===== src/rtl/core/serial_shift_register_pwm_assert.svh =====
// Assertion macros for the serial shift register PWM block.
// Uses the clk and rst_n names of the module that includes it.
`ifndef SERIAL_SHIFT_REGISTER_PWM_ASSERT_SVH
`define SERIAL_SHIFT_REGISTER_PWM_ASSERT_SVH
`ifndef NO_ASSERTIONS
`define SSRP_ASSERT(label, prop, msg) \
  label: assert property (@(posedge clk) disable iff (!rst_n) prop) else $error(msg);
`define SSRP_NEVER(label, cond, msg) \
  label: assert property (@(posedge clk) disable iff (!rst_n) !(cond)) else $error(msg);
`else
`define SSRP_ASSERT(label, prop, msg)
`define SSRP_NEVER(label, cond, msg)
`endif
`endif


===== src/rtl/core/ssrp_pkg.sv =====
// Shared types and constants for the serial shift register PWM block.
// No dependencies; used by ssrp_front, ssrp_back and the top level.
package ssrp_pkg;

  localparam int ADDR_W      = 10;
  localparam int TABLE_DEPTH = 1024;
  localparam int CHAN_W      = 10;
  localparam int DUTY_W      = 9;
  localparam int MODE_W      = 2;
  localparam int OUT_W       = 18;
  localparam int STEP_OUT_W  = 8;
  localparam int POS_OUT_W   = 6;

  // configuration register widths and the largest values they can hold
  localparam int NPOS_W     = 7;
  localparam int NCH_W      = 5;
  localparam int NPOS_MAX   = 127;
  localparam int NCH_MAX    = 31;
  localparam int CFG_IDX_W  = 2;
  localparam int CFG_DATA_W = 7;

  localparam logic [CFG_IDX_W-1:0] CFG_POSITIONS = 2'd0;
  localparam logic [CFG_IDX_W-1:0] CFG_CHAINS    = 2'd1;
  localparam logic [CFG_IDX_W-1:0] CFG_TEST_EN   = 2'd2;

  localparam logic [NPOS_W-1:0] POSITIONS_RST = 7'd8;
  localparam logic [NCH_W-1:0]  CHAINS_RST    = 5'd1;

  localparam logic [MODE_W-1:0] MODE_WRITE  = 2'd0;
  localparam logic [MODE_W-1:0] MODE_COMMIT = 2'd1;
  localparam logic [MODE_W-1:0] MODE_TICK   = 2'd2;

  localparam int Q_DEPTH = 4;
  localparam int Q_AW    = 2;

  typedef enum logic [1:0] {
    OP_WRITE,
    OP_COMMIT,
    OP_TICK
  } op_t;

  typedef struct packed {
    op_t               op;
    logic [CHAN_W-1:0] chan;
    logic [DUTY_W-1:0] duty;
  } q_entry_t;

  // clamped configuration as the back end sees it
  typedef struct packed {
    logic [NPOS_W-1:0] npos;
    logic [NCH_W-1:0]  nch;
    logic              test_en;
  } cfg_t;

  typedef enum logic [2:0] {
    BK_CLEAR,
    BK_IDLE,
    BK_COPY,
    BK_RD,
    BK_DRAIN,
    BK_EMIT
  } bk_state_t;

endpackage


===== src/rtl/core/ssrp_front.sv =====
// Front end: accepts input transactions, classifies them and queues them.
// Depends on ssrp_pkg.
module ssrp_front (
  input  logic                           clk,
  input  logic                           rst_n,
  input  logic                           in_valid,
  output logic                           in_ready,
  input  logic [ssrp_pkg::MODE_W-1:0]    in_mode,
  input  logic [ssrp_pkg::CHAN_W-1:0]    in_channel_index,
  input  logic [ssrp_pkg::DUTY_W-1:0]    in_duty,
  input  logic                           clearing,
  output logic                           q_valid,
  output ssrp_pkg::q_entry_t             q_entry,
  input  logic                           q_pop
);

  localparam int Q_DEPTH = ssrp_pkg::Q_DEPTH;
  localparam int Q_AW    = ssrp_pkg::Q_AW;

  ssrp_pkg::q_entry_t q_mem_r [Q_DEPTH];
  logic [Q_AW-1:0]    wr_ptr_r, wr_ptr_nxt;
  logic [Q_AW-1:0]    rd_ptr_r, rd_ptr_nxt;
  logic [Q_AW:0]      count_r, count_nxt;

  logic               accept;
  logic               push;
  ssrp_pkg::q_entry_t entry;

  assign in_ready = (count_r != Q_AW'(0) + (Q_AW+1)'(Q_DEPTH)) && !clearing;
  assign accept   = in_valid && in_ready;

  // mode three is taken and dropped
  always_comb begin
    entry.chan = in_channel_index;
    entry.duty = in_duty;
    entry.op   = ssrp_pkg::OP_WRITE;
    push       = 1'b0;
    unique case (in_mode)
      ssrp_pkg::MODE_WRITE: begin
        entry.op = ssrp_pkg::OP_WRITE;
        push     = accept;
      end
      ssrp_pkg::MODE_COMMIT: begin
        entry.op = ssrp_pkg::OP_COMMIT;
        push     = accept;
      end
      ssrp_pkg::MODE_TICK: begin
        entry.op = ssrp_pkg::OP_TICK;
        push     = accept;
      end
      default: push = 1'b0;
    endcase
  end

  assign q_valid = (count_r != '0);
  assign q_entry = q_mem_r[rd_ptr_r];

  always_comb begin
    wr_ptr_nxt = push ? wr_ptr_r + 1'b1 : wr_ptr_r;
    rd_ptr_nxt = q_pop ? rd_ptr_r + 1'b1 : rd_ptr_r;
    count_nxt  = count_r;
    if (push && !q_pop) begin
      count_nxt = count_r + 1'b1;
    end else if (!push && q_pop) begin
      count_nxt = count_r - 1'b1;
    end
  end

  always_ff @(posedge clk) begin
    if (!rst_n) begin
      wr_ptr_r <= '0;
      rd_ptr_r <= '0;
      count_r  <= '0;
    end else begin
      wr_ptr_r <= wr_ptr_nxt;
      rd_ptr_r <= rd_ptr_nxt;
      count_r  <= count_nxt;
    end
  end

  always_ff @(posedge clk) begin
    if (push) begin
      q_mem_r[wr_ptr_r] <= entry;
    end
  end

endmodule


===== config.mk =====
export PLATFORM = sky130hd
export DESIGN_NAME = ssrp_front
export DESIGN_NICKNAME = d
export VERILOG_FILES = /design/src/rtl/core/serial_shift_register_pwm_assert.svh /design/src/rtl/core/ssrp_pkg.sv /design/src/rtl/core/ssrp_front.sv
export SDC_FILE = /design/constraint.sdc
export NUM_CORES = 1
export LEC_CHECK = 0
export ABC_AREA = 1
export BUFFER_PORTS_ARGS = -buffer_cell sky130_fd_sc_hd__clkbuf_2
export CAP_MARGIN = 20
export CELL_PAD_IN_SITES_DETAIL_PLACEMENT = 1
export CELL_PAD_IN_SITES_GLOBAL_PLACEMENT = 2
export CORE_ASPECT_RATIO = 0.5
export CORE_MARGIN = 2
export CORE_UTILIZATION = 39
export DETAILED_ROUTE_END_ITERATION = 6
export PLACE_DENSITY_LB_ADDON = 0.25
export SYNTH_ARGS = -nofsm -noshare
export SYNTH_HDL_FRONTEND = slang
export SYNTH_SLANG_ARGS = --single-unit

===== constraint.sdc =====
create_clock -name clk -period 2.51 [get_ports clk]
set_clock_uncertainty 0.05 [all_clocks]
set_input_delay 0.3765 -clock clk [delete_from_list [all_inputs] [get_ports clk]]
set_output_delay 0.3765 -clock clk [all_outputs]
set_load 0.01 [all_outputs]

* Yosys cells after proc, flatten, opt, wreduce, memory -nomap -nowiden
Memories as Yosys holds them, arrays and structs flattened. A register that Yosys moved wholly into a read port is not among the register bits. Cells that the tools add are included.
Storage, ports and cells: flip-flop bits (word level) 7, bits in writable memories 84, input bits 26, output and inout port bits 23, logic and storage cells 30, memories 1
Cells by class: add/sub/neg operators 4, equality and inequality tests 3, muxes and demuxes 8, reductions and logical operators 11
Memories:
- q_mem_r | depth 4, bits a word 21, rd ports 1, clocked after Yosys merged registers in 1, write ports 1, line ssrp_front.sv:20 | ssrp_pkg::q_entry_t q_mem_r [Q_DEPTH];
Operators by type and width (number):
- two-way mux 3 bit | 2
- adder 2 x 1 -> 2 bit, second input constant | 2
- logical AND 1 bit | 4
- two-way mux 2 bit | 2
- one-hot mux 2 bit (2 select lines) | 1
- adder 3 x 1 -> 3 bit, second input constant | 1
- logical NOT 1 bit | 3
- two-way mux 1 bit | 3
- inequality test 3 bit, second input constant | 1
- nonzero test 3 bit | 1
- OR reduction 3 bit | 1
- subtractor 3 x 1 -> 3 bit, second input constant | 1
- == test 2 x 1 -> 1 bit, second input constant | 1
- == test 2 bit, second input constant | 1
- logical NOT 2 bit | 1
- nonzero test 2 bit | 1

* Depth between registers and ports, before layout
depth in word-level cells 8, depth in mapped cells 13, gate-level depth less buffers 13

* Worst setup path before layout
Ideal clock, no wire load.
kind in2reg, from in in_valid, to mem q_mem_r[0][0] (netlist name), enable pin, setup time 399 ps, arrival time 1596 ps, required time 2061 ps, setup slack 466 ps, stages 4, path buffers 0, cell sequence inv_1 > a21oi_4 > nand3_4 > nor2_1
Between the ends: longest elaborated chain between the ends 4
Ends and longest elaborated chain:
- start, declared | line ssrp_front.sv:6 | input logic in_valid,
- logical AND 1 bit | line ssrp_front.sv:30 | assign accept = in_valid && in_ready;
- two-way mux 1 bit | line ssrp_front.sv:38 | unique case (in_mode)
- two-way mux 1 bit | line ssrp_front.sv:82 | if (push) begin
- two-way mux 1 bit (implied by the code) | line ssrp_front.sv:83 | q_mem_r[wr_ptr_r] <= entry;
- end, declared | line ssrp_front.sv:20
No other way between the ends.

==> results.ini <==
[critical_path]
crit_type=reg -> out
critPathLaunchType=flop
worstPathMaxFanout=21
r2r_slack_ns=0.54
crit_chain=inv_1 -> o21ai_0 -> o22ai_1 -> clkbuf_2
crit_path_end_kind=output port
worst_path_max_delay_cell=inv_1
cp_top_family=buffers and inverters
worstPathRequired_ns=2.08
cpPeakStageDelay_ns=0.48
worst-path-buf-inv=2
worstPathArrival_ns=1.71

[clock_tree]
cts_tree=done
htreeDepth=3
hold_buffers=0
cts_root_buffer=clkbuf_16
cts_setup_buffers=0
clock_latency_ns=0.34
path_clk_slew_ns=0.06
post_cts_resized=0
cts_buffers=9
numClockSinks=93
clock_path_buffers=2

[route]
drc=0
via_per_inst=5.020
drt-pass1-iter-count=4
drt_iter0_markers=155
drt-total-wl_um=7697
wl_met3_um=413
wl_per_cell_um=16.95
top_layer=met4
m1WireLength_um=3331
final_antenna_net_count=0
met2_wirelength_um=3837
via_count=2279

[outcome]
outcome=completed

[grt]
antenna_found_initial=0
grt_pass1_wl_um=12240
grt_usage_pct=16.29
gr-total-overflow=0
grt_pass1_vias=2406
grt_max_degree=43

[floorplanning]
fp.coreArea_um2=8919
io_pins=49
die_area_um2=10220
die_w_um=141.0
fp-row-count=24
die_height_um=72.50
initial_core_util_pct=41.04

[synth]
synth-warning-count=0
synth_area_per_cell_um2=13.12
synthAdderAreaFrac_pct=2.256
synth_top_family_by_area=compound AO/OA/AOI/OAI gates
synth-compound-area-share_pct=10.60
synth.cell_area_um2=3660
synthSimpleGateAreaFrac_pct=8.034
synth_xor_xnor_area_share_pct=0
ys_ff_latch=93
synth_cells=279
syn_nets=311
ys_types=19
synth.area.mux_share_pct=0
seq_area_frac_synth_pct=73.85

[power_and_ir_drop]
power_mw=3.290
powerDensity_nw_per_um2=769.0
p_leak_nw=1.589
max-vdd-ir-drop_v=0.0003885

[sta]
worst_pin_slew_ns=0.6578
rsz0062_at_grt=false
setup_ws_ns=0.3734
setup-tns-final_ns=0
period_share_pct=85.12
fmax_mhz=468.0
finalSetupViolations=0
min_period_ns=2.137
finalMaxSlewViolations=0
final-hold-violation-count=0
relSlewSlack_pct=56.10

[layout]
final_nets=364
drive_gt1_share_pct=22.55
diodes=0
final_util_pct=47.97
area_growth_syn_to_layout_pct=16.89
final_cell_mix=84 x edfxtp_1, 53 x nor2_1, 48 x clkbuf_2, 43 x o21ai_0, 23 x inv_1
layout_commonest_cell=edfxtp_1

[worst_hold_path]
hold_path.class=in -> reg

[flow_run]
max_cap_viol_count=0

[place]
place_congestion=0.7950
portBuffers=48
detailedPlacementHpwl_um=4760
place_ws_ns=0.4702

power breakdown:
part / total [mW] / switching, mW / internal, mW
Combinational: 0.323 / 0.212 / 0.111
Clock: 1.22 / 0.553 / 0.663
Sequential: 1.75 / 0.0176 / 1.73
Total: 3.29 / 0.782 / 2.51
per-layer routing:
| layer | global-route usage [%] | up-vias |
|---|---|---|
| li1 | - | 1096 |
| met1 | 18.89 | 1120 |
| met2 | 28.51 | 50 |
| met3 | 5.809 | 13 |
| met4 | 6.000 | 0 |
| met5 | 0 | - |
final timing paths:
kind / from / cells after the start / endpoint
worst max-delay path: flop / 4 / q_entry[16]
worst max register to register: count_r[1] / 13 / count_r[2]
worst min-delay path: in_channel_index[3] / 1 / q_mem_r[2][12]
worst min register to register: rd_ptr_r[1] / 1 / flop
cell families (layout without fill, tap and decap cells):
| family | count (synthesis) | count (layout) |
|---|---|---|
| DFF | 93 | 93 |
| and+or+nand+nor | 73 | 73 |
| buffers and inverters | 37 | 95 |
| AOI/OAI and AO/OA | 70 | 70 |
| adders and majority gates | 6 | 6 |
per-stage QoR:
stage	hold WS, ns	cells	area (um^2)
global placement	0.3715	438	4011
global route	0.1999	454	4278
detailed placement	0.3969	438	4011
finish	0.1983	454	4278
CTS	0.1916	454	4278
floorplan	0.3615	279	3660
cells in the mapped netlist:
cell	n	area, um^2
nor2_1	57	214.0
inv_1	23	86.33
nand3_4	1	17.52
a21oi_4	1	16.27
nand3_1	1	5.000
buf_6	4	45.04
a21oi_1	2	10.01
nand4_1	2	12.51
fa_1	1	20.02
buf_2	6	30.03
o22ai_1	21	131.4
o21ai_1	3	15.01
nand2_1	12	45.04
dfxtp_1	9	180.2
ha_1	5	62.56
o21ai_0	43	215.2
buf_4	3	22.52
edfxtp_1	84	2522
inv_6	1	8.760
flip-flops by register name, summed over array words and instances, names as in the netlist, named ones only:
name,cells
q_mem_r,84
wr_ptr_r,2
rd_ptr_r,2
count_r,3
layout make-up:
cell class	count	area [um^2]
Tap cell	117	146.4
Clock buffer	9	225.2
Timing Repair Buffer	55	292.8
Clock inverter	7	41.29
Fill cell	945	4641
Sequential cell	93	2703
Multi-Input combinational cell	149	774.5
Inverter	24	95.09
Note: power is estimated with default switching activity, not from simulation.
